`config.mk`:
```
export PLATFORM = sky130hd
export DESIGN_NAME = catmull_rom_bezier_controls
export DESIGN_NICKNAME = d
export VERILOG_FILES = /design/src/sv/crbc_pkg.sv /design/src/sv/crbc_front.sv /design/src/sv/crbc_queue.sv /design/src/sv/crbc_back.sv /design/src/sv/catmull_rom_bezier_controls.sv
export SDC_FILE = /design/constraint.sdc
export NUM_CORES = 2
export LEC_CHECK = 0
export BUFFER_PORTS_ARGS = -buffer_cell sky130_fd_sc_hd__buf_4
export CAP_MARGIN = 40
export CORE_MARGIN = 5
export CORE_UTILIZATION = 50
export DETAILED_ROUTE_END_ITERATION = 6
export PLACE_DENSITY = 0.64
export SETUP_SLACK_MARGIN = 0.15
export SKIP_CTS_REPAIR_TIMING = 1
export SLEW_MARGIN = 20
export SYNTH_ARGS = -nofsm -noshare
export SYNTH_HDL_FRONTEND = slang
export SYNTH_SLANG_ARGS = --single-unit
```
`constraint.sdc`:
```
create_clock -name clk -period 13.6 [get_ports clk]
set_input_delay 0.68 -clock clk [delete_from_list [all_inputs] [get_ports clk]]
set_output_delay 0.68 -clock clk [all_outputs]
set_load 0.02 [all_outputs]
```
`src/sv/crbc_pkg.sv`:
```
// crbc_pkg: shared types and constants for the Catmull-Rom to Bezier control point block.
// Used by crbc_front, crbc_queue, crbc_back and catmull_rom_bezier_controls; no dependencies.
`default_nettype none

package crbc_pkg;

	localparam int COORD_BITS_DEF  = 16;
	localparam int QUEUE_DEPTH_DEF = 2;

	// point slots of a queued job
	localparam logic [1:0] PT_Q0  = 2'd0;
	localparam logic [1:0] PT_Q1  = 2'd1;
	localparam logic [1:0] PT_Q2  = 2'd2;
	localparam logic [1:0] PT_NEW = 2'd3;

	// axis of a point slot
	localparam logic AX_X = 1'b0;
	localparam logic AX_Y = 1'b1;

	// result kinds as they leave on tuser
	typedef enum logic [2:0] {
		KIND_START = 3'd0,
		KIND_CTRL1 = 3'd1,
		KIND_CTRL2 = 3'd2,
		KIND_END   = 3'd3,
		KIND_PLAIN = 3'd4
	} kind_t;

	// back-end emission sequence
	typedef enum logic [3:0] {
		PH_START,
		PH_CTRL1_A,
		PH_CTRL2_A,
		PH_END_A,
		PH_CTRL1_B,
		PH_CTRL2_B,
		PH_END_B,
		PH_PLAIN_A,
		PH_PLAIN_B
	} phase_t;

	// job classification from the front end
	typedef struct packed {
		logic plain;     // two plain vertices: Q2 then NEW
		logic has_start; // emit start point Q1 before first segment
		logic last;      // curve ends here: second segment, end-of-curve flag
	} job_ctl_t;

	localparam int CTL_BITS = $bits(job_ctl_t);

endpackage

`default_nettype wire

```
`src/sv/crbc_front.sv`:
```
// crbc_front: vertex window and job classification.
// Depends on crbc_pkg; feeds jobs into crbc_queue.
`default_nettype none

module crbc_front #(
	parameter int COORD_BITS = crbc_pkg::COORD_BITS_DEF
) (
	input  logic                                clk,
	input  logic                                arst_n,
	input  logic                                in_fire,
	input  logic [COORD_BITS-1:0]               in_x,
	input  logic [COORD_BITS-1:0]               in_y,
	input  logic                                in_last,
	output logic                                push,
	output crbc_pkg::job_ctl_t                  job_ctl,
	output logic [3:0][1:0][COORD_BITS-1:0]     job_pts
);

	logic [1:0]                       count_q; // vertices held, saturates at 3
	logic [2:0][1:0][COORD_BITS-1:0]  win_q;   // oldest first

	always_comb begin
		push              = in_fire && ((count_q == 2'd2) || (count_q == 2'd3) ||
			((count_q == 2'd1) && in_last));
		job_ctl.plain     = (count_q == 2'd1);
		job_ctl.has_start = (count_q == 2'd2);
		job_ctl.last      = in_last;
		job_pts[crbc_pkg::PT_NEW][crbc_pkg::AX_X] = in_x;
		job_pts[crbc_pkg::PT_NEW][crbc_pkg::AX_Y] = in_y;
		unique case (count_q)
			2'd1, 2'd2: begin
				// start of curve: missing neighbour is the first vertex itself
				job_pts[crbc_pkg::PT_Q0] = win_q[0];
				job_pts[crbc_pkg::PT_Q1] = win_q[0];
				job_pts[crbc_pkg::PT_Q2] = (count_q == 2'd1) ? win_q[0] : win_q[1];
			end
			default: begin
				job_pts[crbc_pkg::PT_Q0] = win_q[0];
				job_pts[crbc_pkg::PT_Q1] = win_q[1];
				job_pts[crbc_pkg::PT_Q2] = win_q[2];
			end
		endcase
	end

	always_ff @(posedge clk or negedge arst_n) begin
		if (!arst_n) begin
			count_q <= 2'd0;
		end else if (in_fire) begin
			if (in_last) begin
				count_q <= 2'd0;
			end else if (count_q != 2'd3) begin
				count_q <= count_q + 2'd1;
			end
		end
	end

	// window is payload, no reset
	always_ff @(posedge clk) begin
		if (in_fire && !in_last) begin
			case (count_q)
				2'd0: win_q[0] <= {in_y, in_x};
				2'd1: win_q[1] <= {in_y, in_x};
				2'd2: win_q[2] <= {in_y, in_x};
				default: begin
					win_q[0] <= win_q[1];
					win_q[1] <= win_q[2];
					win_q[2] <= {in_y, in_x};
				end
			endcase
		end
	end

	a_last_clears: assert property (@(posedge clk) disable iff (!arst_n)
		in_fire && in_last |=> count_q == 2'd0)
		else $error("window count not cleared after last vertex");

endmodule

`default_nettype wire

```
`src/sv/crbc_queue.sv`:
```
// crbc_queue: short job queue between front and back end.
// Depends on crbc_pkg for the default depth.
`default_nettype none

module crbc_queue #(
	parameter int DATA_BITS = 8,
	parameter int DEPTH     = crbc_pkg::QUEUE_DEPTH_DEF
) (
	input  logic                 clk,
	input  logic                 arst_n,
	input  logic                 push,
	input  logic [DATA_BITS-1:0] push_data,
	output logic                 full,
	input  logic                 pop,
	output logic                 not_empty,
	output logic [DATA_BITS-1:0] pop_data
);

	localparam int PW = (DEPTH > 1) ? $clog2(DEPTH) : 1;
	localparam int CW = $clog2(DEPTH + 1);
	localparam logic [PW-1:0] PTR_LAST  = PW'(DEPTH - 1);
	localparam logic [CW-1:0] CNT_DEPTH = CW'(DEPTH);

	logic [DATA_BITS-1:0] mem_q [DEPTH];
	logic [PW-1:0]        wr_ptr_q;
	logic [PW-1:0]        rd_ptr_q;
	logic [CW-1:0]        count_q;

	assign full      = (count_q == CNT_DEPTH);
	assign not_empty = (count_q != '0);
	assign pop_data  = mem_q[rd_ptr_q];

	always_ff @(posedge clk or negedge arst_n) begin
		if (!arst_n) begin
			wr_ptr_q <= '0;
			rd_ptr_q <= '0;
			count_q  <= '0;
		end else begin
			if (push) begin
				wr_ptr_q <= (wr_ptr_q == PTR_LAST) ? '0 : wr_ptr_q + 1'b1;
			end
			if (pop) begin
				rd_ptr_q <= (rd_ptr_q == PTR_LAST) ? '0 : rd_ptr_q + 1'b1;
			end
			if (push && !pop) begin
				count_q <= count_q + 1'b1;
			end else if (pop && !push) begin
				count_q <= count_q - 1'b1;
			end
		end
	end

	always_ff @(posedge clk) begin
		if (push) begin
			mem_q[wr_ptr_q] <= push_data;
		end
	end

	a_no_overflow: assert property (@(posedge clk) disable iff (!arst_n)
		push |-> !full)
		else $error("job pushed into full queue");

	a_no_underflow: assert property (@(posedge clk) disable iff (!arst_n)
		pop |-> not_empty)
		else $error("job popped from empty queue");

endmodule

`default_nettype wire

```
`src/sv/crbc_back.sv`:
```
// crbc_back: emission sequencer, divide-by-6 datapath, clamp and output register.
// Depends on crbc_pkg; takes jobs from crbc_queue.
`default_nettype none

module crbc_back #(
	parameter int COORD_BITS = crbc_pkg::COORD_BITS_DEF
) (
	input  logic                                              clk,
	input  logic                                              arst_n,
	input  logic                                              q_valid,
	input  logic [crbc_pkg::CTL_BITS+8*COORD_BITS-1:0]        q_data,
	output logic                                              pop,
	output logic                                              out_valid,
	input  logic                                              out_ready,
	output logic [COORD_BITS+1:0]                             out_x,
	output logic [COORD_BITS-1:0]                             out_y,
	output crbc_pkg::kind_t                                   out_kind,
	output logic                                              out_run_last,
	output logic                                              out_curve_end
);

	localparam int CB       = COORD_BITS;
	localparam int PTS_BITS = 8 * CB;
	localparam int QB       = CB - 2;     // |diff|/6 width
	localparam int DIV_SHIFT = CB + 1;    // (CB-1)-bit dividend, exact reciprocal of 3
	localparam logic [63:0] RECIP3_FULL = ((64'd1 << DIV_SHIFT) + 64'd2) / 64'd3;
	localparam logic [CB-1:0] RECIP3 = RECIP3_FULL[CB-1:0];

	// ---------------- sequencer ----------------
	crbc_pkg::job_ctl_t               new_ctl;
	logic [3:0][1:0][CB-1:0]          new_pts;
	crbc_pkg::job_ctl_t               cur_ctl_q;
	logic [3:0][1:0][CB-1:0]          cur_pts_q;
	logic                             busy_q;
	crbc_pkg::phase_t                 phase_q;
	crbc_pkg::phase_t                 next_phase;
	crbc_pkg::phase_t                 first_phase;
	logic                             adv;
	logic                             issue;
	logic                             at_final;

	assign new_ctl = crbc_pkg::job_ctl_t'(q_data[crbc_pkg::CTL_BITS+PTS_BITS-1:PTS_BITS]);
	assign new_pts = q_data[PTS_BITS-1:0];

	assign adv   = !out_valid || out_ready;
	assign issue = busy_q && adv;
	assign pop   = q_valid && (!busy_q || (issue && at_final));

	assign first_phase = new_ctl.plain ? crbc_pkg::PH_PLAIN_A :
		(new_ctl.has_start ? crbc_pkg::PH_START : crbc_pkg::PH_CTRL1_A);

	always_comb begin
		unique case (phase_q)
			crbc_pkg::PH_START:   next_phase = crbc_pkg::PH_CTRL1_A;
			crbc_pkg::PH_CTRL1_A: next_phase = crbc_pkg::PH_CTRL2_A;
			crbc_pkg::PH_CTRL2_A: next_phase = crbc_pkg::PH_END_A;
			crbc_pkg::PH_END_A:   next_phase = crbc_pkg::PH_CTRL1_B;
			crbc_pkg::PH_CTRL1_B: next_phase = crbc_pkg::PH_CTRL2_B;
			crbc_pkg::PH_CTRL2_B: next_phase = crbc_pkg::PH_END_B;
			crbc_pkg::PH_PLAIN_A: next_phase = crbc_pkg::PH_PLAIN_B;
			default:              next_phase = crbc_pkg::PH_START;
		endcase
	end

	always_ff @(posedge clk or negedge arst_n) begin
		if (!arst_n) begin
			busy_q  <= 1'b0;
			phase_q <= crbc_pkg::PH_START;
		end else if (pop) begin
			busy_q  <= 1'b1;
			phase_q <= first_phase;
		end else if (issue) begin
			if (at_final) begin
				busy_q <= 1'b0;
			end else begin
				phase_q <= next_phase;
			end
		end
	end

	always_ff @(posedge clk) begin
		if (pop) begin
			cur_ctl_q <= new_ctl;
			cur_pts_q <= new_pts;
		end
	end

	// per-phase operand selection
	logic             seg_b;
	logic [1:0][CB-1:0] p0, p1, p2, p3;
	logic [CB-1:0]    base_x, base_y, lo_y, hi_y;
	logic [CB:0]      diff_x, diff_y;
	logic             clamp_en;
	crbc_pkg::kind_t  kind;

	always_comb begin
		seg_b = (phase_q == crbc_pkg::PH_CTRL1_B) || (phase_q == crbc_pkg::PH_CTRL2_B) ||
			(phase_q == crbc_pkg::PH_END_B);
		p0 = seg_b ? cur_pts_q[crbc_pkg::PT_Q1] : cur_pts_q[crbc_pkg::PT_Q0];
		p1 = seg_b ? cur_pts_q[crbc_pkg::PT_Q2] : cur_pts_q[crbc_pkg::PT_Q1];
		p2 = seg_b ? cur_pts_q[crbc_pkg::PT_NEW] : cur_pts_q[crbc_pkg::PT_Q2];
		p3 = cur_pts_q[crbc_pkg::PT_NEW];
		if ($signed(p1[crbc_pkg::AX_Y]) < $signed(p2[crbc_pkg::AX_Y])) begin
			lo_y = p1[crbc_pkg::AX_Y];
			hi_y = p2[crbc_pkg::AX_Y];
		end else begin
			lo_y = p2[crbc_pkg::AX_Y];
			hi_y = p1[crbc_pkg::AX_Y];
		end
		at_final = (phase_q == crbc_pkg::PH_END_B) || (phase_q == crbc_pkg::PH_PLAIN_B) ||
			((phase_q == crbc_pkg::PH_END_A) && !cur_ctl_q.last);
		base_x   = p2[crbc_pkg::AX_X];
		base_y   = p2[crbc_pkg::AX_Y];
		diff_x   = '0;
		diff_y   = '0;
		clamp_en = 1'b0;
		kind     = crbc_pkg::KIND_END;
		unique case (phase_q)
			crbc_pkg::PH_START: begin
				base_x = cur_pts_q[crbc_pkg::PT_Q1][crbc_pkg::AX_X];
				base_y = cur_pts_q[crbc_pkg::PT_Q1][crbc_pkg::AX_Y];
				kind   = crbc_pkg::KIND_START;
			end
			crbc_pkg::PH_CTRL1_A, crbc_pkg::PH_CTRL1_B: begin
				// p1 + (p2 - p0)/6
				base_x   = p1[crbc_pkg::AX_X];
				base_y   = p1[crbc_pkg::AX_Y];
				diff_x   = {p2[crbc_pkg::AX_X][CB-1], p2[crbc_pkg::AX_X]} -
					{p0[crbc_pkg::AX_X][CB-1], p0[crbc_pkg::AX_X]};
				diff_y   = {p2[crbc_pkg::AX_Y][CB-1], p2[crbc_pkg::AX_Y]} -
					{p0[crbc_pkg::AX_Y][CB-1], p0[crbc_pkg::AX_Y]};
				clamp_en = 1'b1;
				kind     = crbc_pkg::KIND_CTRL1;
			end
			crbc_pkg::PH_CTRL2_A, crbc_pkg::PH_CTRL2_B: begin
				// p2 - (p3 - p1)/6 == p2 + (p1 - p3)/6 under truncation toward zero
				diff_x   = {p1[crbc_pkg::AX_X][CB-1], p1[crbc_pkg::AX_X]} -
					{p3[crbc_pkg::AX_X][CB-1], p3[crbc_pkg::AX_X]};
				diff_y   = {p1[crbc_pkg::AX_Y][CB-1], p1[crbc_pkg::AX_Y]} -
					{p3[crbc_pkg::AX_Y][CB-1], p3[crbc_pkg::AX_Y]};
				clamp_en = 1'b1;
				kind     = crbc_pkg::KIND_CTRL2;
			end
			crbc_pkg::PH_PLAIN_A: begin
				base_x = cur_pts_q[crbc_pkg::PT_Q2][crbc_pkg::AX_X];
				base_y = cur_pts_q[crbc_pkg::PT_Q2][crbc_pkg::AX_Y];
				kind   = crbc_pkg::KIND_PLAIN;
			end
			crbc_pkg::PH_PLAIN_B: begin
				base_x = cur_pts_q[crbc_pkg::PT_NEW][crbc_pkg::AX_X];
				base_y = cur_pts_q[crbc_pkg::PT_NEW][crbc_pkg::AX_Y];
				kind   = crbc_pkg::KIND_PLAIN;
			end
			default: begin
				kind = crbc_pkg::KIND_END;
			end
		endcase
	end

	// ---------------- stage 1: operands ----------------
	logic            valid_s1;
	logic [CB-1:0]   base_x_s1, base_y_s1, lo_s1, hi_s1;
	logic [CB:0]     diff_x_s1, diff_y_s1;
	logic            clamp_s1, run_last_s1, curve_end_s1;
	crbc_pkg::kind_t kind_s1;

	always_ff @(posedge clk or negedge arst_n) begin
		if (!arst_n) begin
			valid_s1 <= 1'b0;
		end else if (adv) begin
			valid_s1 <= issue;
		end
	end

	always_ff @(posedge clk) begin
		if (adv) begin
			base_x_s1    <= base_x;
			base_y_s1    <= base_y;
			lo_s1        <= lo_y;
			hi_s1        <= hi_y;
			diff_x_s1    <= diff_x;
			diff_y_s1    <= diff_y;
			clamp_s1     <= clamp_en;
			kind_s1      <= kind;
			run_last_s1  <= at_final;
			curve_end_s1 <= at_final && cur_ctl_q.last;
		end
	end

	// ---------------- stage 2: |diff|/6 by reciprocal multiply ----------------
	// |d|/6 = (|d|>>1)/3; 3 divides exactly via ceil(2^S/3) for a (CB-1)-bit dividend
	logic [CB:0]       mag_x, mag_y;
	logic [2*CB-2:0]   prod_x, prod_y;

	assign mag_x  = diff_x_s1[CB] ? -diff_x_s1 : diff_x_s1;
	assign mag_y  = diff_y_s1[CB] ? -diff_y_s1 : diff_y_s1;
	assign prod_x = (2*CB-1)'(mag_x[CB-1:1]) * (2*CB-1)'(RECIP3);
	assign prod_y = (2*CB-1)'(mag_y[CB-1:1]) * (2*CB-1)'(RECIP3);

	logic            valid_s2;
	logic [CB-1:0]   base_x_s2, base_y_s2, lo_s2, hi_s2;
	logic [QB-1:0]   quo_x_s2, quo_y_s2;
	logic            neg_x_s2, neg_y_s2;
	logic            clamp_s2, run_last_s2, curve_end_s2;
	crbc_pkg::kind_t kind_s2;

	always_ff @(posedge clk or negedge arst_n) begin
		if (!arst_n) begin
			valid_s2 <= 1'b0;
		end else if (adv) begin
			valid_s2 <= valid_s1;
		end
	end

	always_ff @(posedge clk) begin
		if (adv) begin
			base_x_s2    <= base_x_s1;
			base_y_s2    <= base_y_s1;
			lo_s2        <= lo_s1;
			hi_s2        <= hi_s1;
			quo_x_s2     <= prod_x[2*CB-2:DIV_SHIFT];
			quo_y_s2     <= prod_y[2*CB-2:DIV_SHIFT];
			neg_x_s2     <= diff_x_s1[CB];
			neg_y_s2     <= diff_y_s1[CB];
			clamp_s2     <= clamp_s1;
			kind_s2      <= kind_s1;
			run_last_s2  <= run_last_s1;
			curve_end_s2 <= curve_end_s1;
		end
	end

	// ---------------- output stage: add, clamp ----------------
	logic signed [CB+1:0] off_x, sum_x;
	logic signed [CB:0]   off_y, sum_y, lo_ext, hi_ext;
	logic [CB-1:0]        res_y;

	always_comb begin
		off_x  = neg_x_s2 ? -$signed((CB+2)'(quo_x_s2)) : $signed((CB+2)'(quo_x_s2));
		off_y  = neg_y_s2 ? -$signed((CB+1)'(quo_y_s2)) : $signed((CB+1)'(quo_y_s2));
		sum_x  = $signed({{2{base_x_s2[CB-1]}}, base_x_s2}) + off_x;
		sum_y  = $signed({base_y_s2[CB-1], base_y_s2}) + off_y;
		lo_ext = $signed({lo_s2[CB-1], lo_s2});
		hi_ext = $signed({hi_s2[CB-1], hi_s2});
		if (clamp_s2 && (sum_y < lo_ext)) begin
			res_y = lo_s2;
		end else if (clamp_s2 && (sum_y > hi_ext)) begin
			res_y = hi_s2;
		end else begin
			res_y = sum_y[CB-1:0];
		end
	end

	always_ff @(posedge clk or negedge arst_n) begin
		if (!arst_n) begin
			out_valid <= 1'b0;
		end else if (adv) begin
			out_valid <= valid_s2;
		end
	end

	always_ff @(posedge clk) begin
		if (adv) begin
			out_x         <= sum_x;
			out_y         <= res_y;
			out_kind      <= kind_s2;
			out_run_last  <= run_last_s2;
			out_curve_end <= curve_end_s2;
		end
	end

	a_curve_end_closes_run: assert property (@(posedge clk) disable iff (!arst_n)
		out_valid && out_curve_end |-> out_run_last)
		else $error("end of curve without end of run");

	a_idle_issues_nothing: assert property (@(posedge clk) disable iff (!arst_n)
		!busy_q && adv |=> !valid_s1)
		else $error("result issued with no job loaded");

	a_stall_holds_pipe: assert property (@(posedge clk) disable iff (!arst_n)
		!adv |=> $stable(valid_s1) && $stable(valid_s2))
		else $error("pipeline moved during output stall");

endmodule

`default_nettype wire

```
`src/sv/catmull_rom_bezier_controls.sv`:
```
// catmull_rom_bezier_controls: top level; Catmull-Rom polyline to cubic Bezier point stream.
// Depends on crbc_pkg, crbc_front, crbc_queue, crbc_back.
//
//  Channel   | Dir | Handshake            | Content
//  ----------+-----+----------------------+------------------------------------------
//  s_axis    | in  | s_tvalid / s_tready  | one polyline vertex, s_tlast on the final one
//  m_axis    | out | m_tvalid / m_tready  | one Bezier point, m_tlast ends a vertex's run
//
// Flow: a vertex occupies the back end for one cycle per result it causes (0, 2, 3,
//   4, 6 or 7) while m_tready does not hold a result; the single result path sets the pace.
//   The first result of a job passes the queue, the sequencer's job register, the operand
//   stage, the reciprocal multiply and the add/clamp output register, in that order.
// Stalls: the front takes a vertex whenever the job queue has room, independent of
//   the output; the back pipeline freezes as a whole while m_tready holds a result.
// Reset: arst_n clears the vertex count, queue pointers and all valid flags.
`default_nettype none

module catmull_rom_bezier_controls #(
	parameter int COORD_BITS  = crbc_pkg::COORD_BITS_DEF,
	parameter int QUEUE_DEPTH = crbc_pkg::QUEUE_DEPTH_DEF
) (
	input  logic                                   clk,
	input  logic                                   arst_n,
	// slave side
	input  logic                                   s_tvalid,
	output logic                                   s_tready,
	// tdata: point_x [COORD_BITS-1:0], point_y [2*COORD_BITS-1:COORD_BITS], zero pad
	input  logic [((2*COORD_BITS+7)/8)*8-1:0]      s_tdata,
	input  logic                                   s_tlast,   // last_point
	// master side
	output logic                                   m_tvalid,
	input  logic                                   m_tready,
	// tdata: out_x [COORD_BITS+1:0], out_y [2*COORD_BITS+1:COORD_BITS+2], zero pad
	output logic [((2*COORD_BITS+2+7)/8)*8-1:0]    m_tdata,
	// tuser: point_kind [2:0], end_of_curve [3]
	output logic [3:0]                             m_tuser,
	output logic                                   m_tlast    // last_in_run
);

	localparam int CB        = COORD_BITS;
	localparam int OUT_BITS  = ((2*CB+2+7)/8)*8;
	localparam int JOB_BITS  = crbc_pkg::CTL_BITS + 8*CB;

	logic                         in_fire;
	logic                         q_full;
	logic                         q_push;
	logic                         q_pop;
	logic                         q_not_empty;
	logic [JOB_BITS-1:0]          q_pop_data;
	crbc_pkg::job_ctl_t           job_ctl;
	logic [3:0][1:0][CB-1:0]      job_pts;
	logic [CB+1:0]                res_x;
	logic [CB-1:0]                res_y;
	crbc_pkg::kind_t              res_kind;
	logic                         res_curve_end;

	// front runs whenever the queue has a free slot
	assign s_tready = !q_full;
	assign in_fire  = s_tvalid && s_tready;

	crbc_front #(
		.COORD_BITS (CB)
	) u_front (
		.clk     (clk),
		.arst_n  (arst_n),
		.in_fire (in_fire),
		.in_x    (s_tdata[CB-1:0]),
		.in_y    (s_tdata[2*CB-1:CB]),
		.in_last (s_tlast),
		.push    (q_push),
		.job_ctl (job_ctl),
		.job_pts (job_pts)
	);

	crbc_queue #(
		.DATA_BITS (JOB_BITS),
		.DEPTH     (QUEUE_DEPTH)
	) u_queue (
		.clk       (clk),
		.arst_n    (arst_n),
		.push      (q_push),
		.push_data ({job_ctl, job_pts}),
		.full      (q_full),
		.pop       (q_pop),
		.not_empty (q_not_empty),
		.pop_data  (q_pop_data)
	);

	crbc_back #(
		.COORD_BITS (CB)
	) u_back (
		.clk           (clk),
		.arst_n        (arst_n),
		.q_valid       (q_not_empty),
		.q_data        (q_pop_data),
		.pop           (q_pop),
		.out_valid     (m_tvalid),
		.out_ready     (m_tready),
		.out_x         (res_x),
		.out_y         (res_y),
		.out_kind      (res_kind),
		.out_run_last  (m_tlast),
		.out_curve_end (res_curve_end)
	);

	// pack result fields, lowest first, zero-filled to whole bytes
	assign m_tdata = OUT_BITS'({res_y, res_x});
	assign m_tuser = {res_curve_end, res_kind};

endmodule

`default_nettype wire

```
==> results.ini <==
[outcome]
status = completed

[worst_hold_path]
hold_path.class = in -> reg

[sta]
tightest_slew_ns = 0.9511
whs_ns = 0.2638
hold_violations = 0
fin_crit_ns = 7.631
slew_headroom_pct = 36.59
grt_setup_unrepaired = no
setup_tns_ns = 0
setup_violations = 0
slew_violations = 0
worst_clock_skew_ns = 0.03536
timing.final.crit_share_pct = 56.11
max_freq_mhz = 131.0

[routing]
wire_per_inst_um = 20.01
drt_wl_total_um = 92260
vias_per_cell = 5.593
drt_iter0_markers = 1967
ant_nets = 0
vias = 25780
drc = 0
firstDrtPassIters = 6

[yosys]
synth_cell_types = 73
yosysSeqAreaShare_pct = 52.25
syn-cell-area_mm2 = 0.04262
synth_area_per_cell_um2 = 12.92
netlist_instances = 3298
synth_edf_count = 730
ys_warn_count = 0
synth_async_sr_flop_share_pct = 1.882
ys.flop_type = edfxtp_1
ys_ff_latch = 744

[place]
routabilityCongestion = 0.8720
io_buffers = 77
hpwl_um = 66680

[clocking]
clkSinkCount = 744
cts_tree = yes
numCtsBuffers = 81
cts_buffer_depth = 3
root_buffer = clkbuf_16
htreeDepth = 3
clk_latency_ns = 0.63
path_clk_slew_ns = 0.06

[setup_path]
path_max_fanout = 6
cp_data_required_time_ns = 13.96
crit_family = adder cells
start_kind = flop
endpoint_kind = flop
max_stage_delay_ns = 0.53
path_buf_inv = 5
crit_type = reg -> reg
path_cells = or4_1, or3_1, o21ai_0, xor2_1, inv_1, ha_1, inv_1, fa_1, inv_1, fa_1, inv_1, fa_1, inv_1, fa_1, fa_1, ha_1, o21ai_0, a21oi_1, a221o_1, a31oi_1, o21bai_1, nor2_1, o21ai_0, xor2_1
crit_slowest_cell = fa_1
critPathArrivalTime_ns = 7.99

[die]
coreArea_mm2 = 0.08488
pin_count = 84
row_count = 107
fp.dieW_um = 302.0
die_area_mm2 = 0.09118
die_h_um = 302.0
start_util_pct = 50.22

[cells_and_area]
area_delta_synth_final_pct = 11.43
n_antenna_cell = 0
drive_above_1_share_pct = 14.92
fillerInstances = 6968
nNetsFinal = 3917

[grt]
track_usage_pct = 20.25
grt_first_pass_wirelength_um = 146600
grt_max_degree = 132
grt_antenna_before_repair = 0
grt-ovfl-total = 0
grt_pass1_vias = 26070

[job]
max_cap_violations = 0

-- routing by layer --
layer | part of all wire (%) | up-vias | routed length [µm] | GRT usage [%]
met3 | 4.6 | 78 | 4288 | 2.742
met2 | 45 | 572 | 41780 | 31.70
met1 | 49 | 12830 | 45170 | 30.93
met5 | 0 | - | 0 | 0
li1 | - | 12310 | - | -
met4 | 1.1 | 0 | 1024 | 3.424
-- cell usage in the layout, fill, tap and decap left out, types with 109 or more instances in the layout --
| master | n |
|---|---|
| o21ai_0 | 118 |
| mux2i_1 | 132 |
| ha_1 | 351 |
| mux2_2 | 243 |
| a21oi_1 | 170 |
| nor2_1 | 161 |
| fa_1 | 127 |
| edfxtp_1 | 730 |
| nand2_1 | 144 |
| inv_1 | 335 |
| xnor2_1 | 109 |
-- area by class of cell --
type | instances | area (µm²) | share of cell area, %
clock buffers | 96 | 2103 | 4.429
clock inverters | 53 | 584.3 | 1.230
inverters | 337 | 1272 | 2.679
repair buffers | 114 | 1020 | 2.147
flip-flops and latches | 744 | 22280 | 46.90
well taps | 1144 | 1431 | 3.014
multi-input cells | 2122 | 18810 | 39.60
-- metrics by stage --
stage	cells	worst slack, ns	util, %	instance area, µm²
finish	4610	5.969	55.95	47490
global route	4610	5.578	55.95	47490
CTS	4606	5.945	55.87	47420
detailed placement	4457	5.953	52.70	44730
global placement	4448	6.073	52.49	44560
floorplan	3303	2.982	-	42640
-- worst paths after layout --
check	from	to	slack [ns]	cells past startpoint
hold / removal	s_tdata[19]	u_queue.mem_q[0][115]	0.26	1
max in group asynchronous	arst_n	u_queue.rd_ptr_q	12.94	2
hold reg to reg	u_back.lo_s1[7]	u_back.lo_s2[7]	0.41	0
min in group asynchronous	arst_n	u_queue.wr_ptr_q	0.45	2
setup / recovery	u_back.diff_y_s1[6]	u_back.quo_y_s2[7]	5.97	24
setup reg to reg	u_back.diff_y_s1[6]	u_back.quo_y_s2[7]	5.97	24
-- cells in the mapped netlist, drive strengths merged (4+ instances only) --
master / n / area (µm²)
a21o: 51 / 382.9
nor4: 8 / 50.05
o22ai: 22 / 137.6
o211ai: 12 / 90.09
o32ai: 4 / 35.03
xnor2: 109 / 954.7
a211oi: 9 / 67.56
or3: 18 / 117.6
dfrtp: 14 / 350.3
a222oi: 32 / 320.3
nor2: 161 / 604.3
xor2: 75 / 656.9
o21a: 16 / 120.1
o221ai: 16 / 140.1
and2: 5 / 31.28
fa: 127 / 2542
o211a: 4 / 40.04
nor2b: 28 / 175.2
and4: 4 / 35.03
mux2: 243 / 2736
clkbuf: 75 / 281.5
ha: 353 / 4417
nand2b: 29 / 181.4
edfxtp: 730 / 21920
nand3b: 6 / 45.04
and3: 8 / 50.05
o21ai: 119 / 599.3
nand4: 15 / 93.84
o41ai: 11 / 96.34
a31oi: 19 / 118.9
mux2i: 132 / 1321
buf: 25 / 123.9
nor3: 34 / 170.2
or4: 8 / 65.06
nand2: 145 / 544.3
o31ai: 21 / 157.7
o21bai: 8 / 60.06
a21boi: 6 / 45.04
or2: 13 / 81.33
a21oi: 170 / 850.8
nand3: 34 / 170.2
inv: 336 / 1261
a211o: 6 / 52.55
-- flip-flops by register name (all words and copies together), names as in the netlist, 14 cells and up --
name / cells
u_back.quo_x_s2: 14
u_back.diff_y_s1: 17
u_back.hi_s1: 16
u_back.lo_s1: 16
u_back.lo_s2: 16
u_back.base_x_s2: 16
u_front.win_q: 96
u_back.out_y: 16
u_back.base_x_s1: 16
u_back.quo_y_s2: 14
u_back.base_y_s1: 16
u_back.diff_x_s1: 17
u_back.cur_pts_q: 128
u_queue.mem_q: 262
u_back.out_x: 18
u_back.hi_s2: 16
u_back.base_y_s2: 16
-- kinds of logic (layout without fill, tap and decap cells) --
family          Yosys count  after routing  synth area share (%)
flops                   744            744                 52.25
mux                     375            375                 9.520
compound gates          552            552                 8.337
simple gates            524            524                 5.830
other cells               1              6              0.008798
buf+inv                 437            600                 3.919
xor+xnor                184            184                 3.781
fa+ha+maj               481            481                 16.35
Power is not shown: default switching activity piles up to over one toggle a cycle in this logic, so the estimate is an artifact.
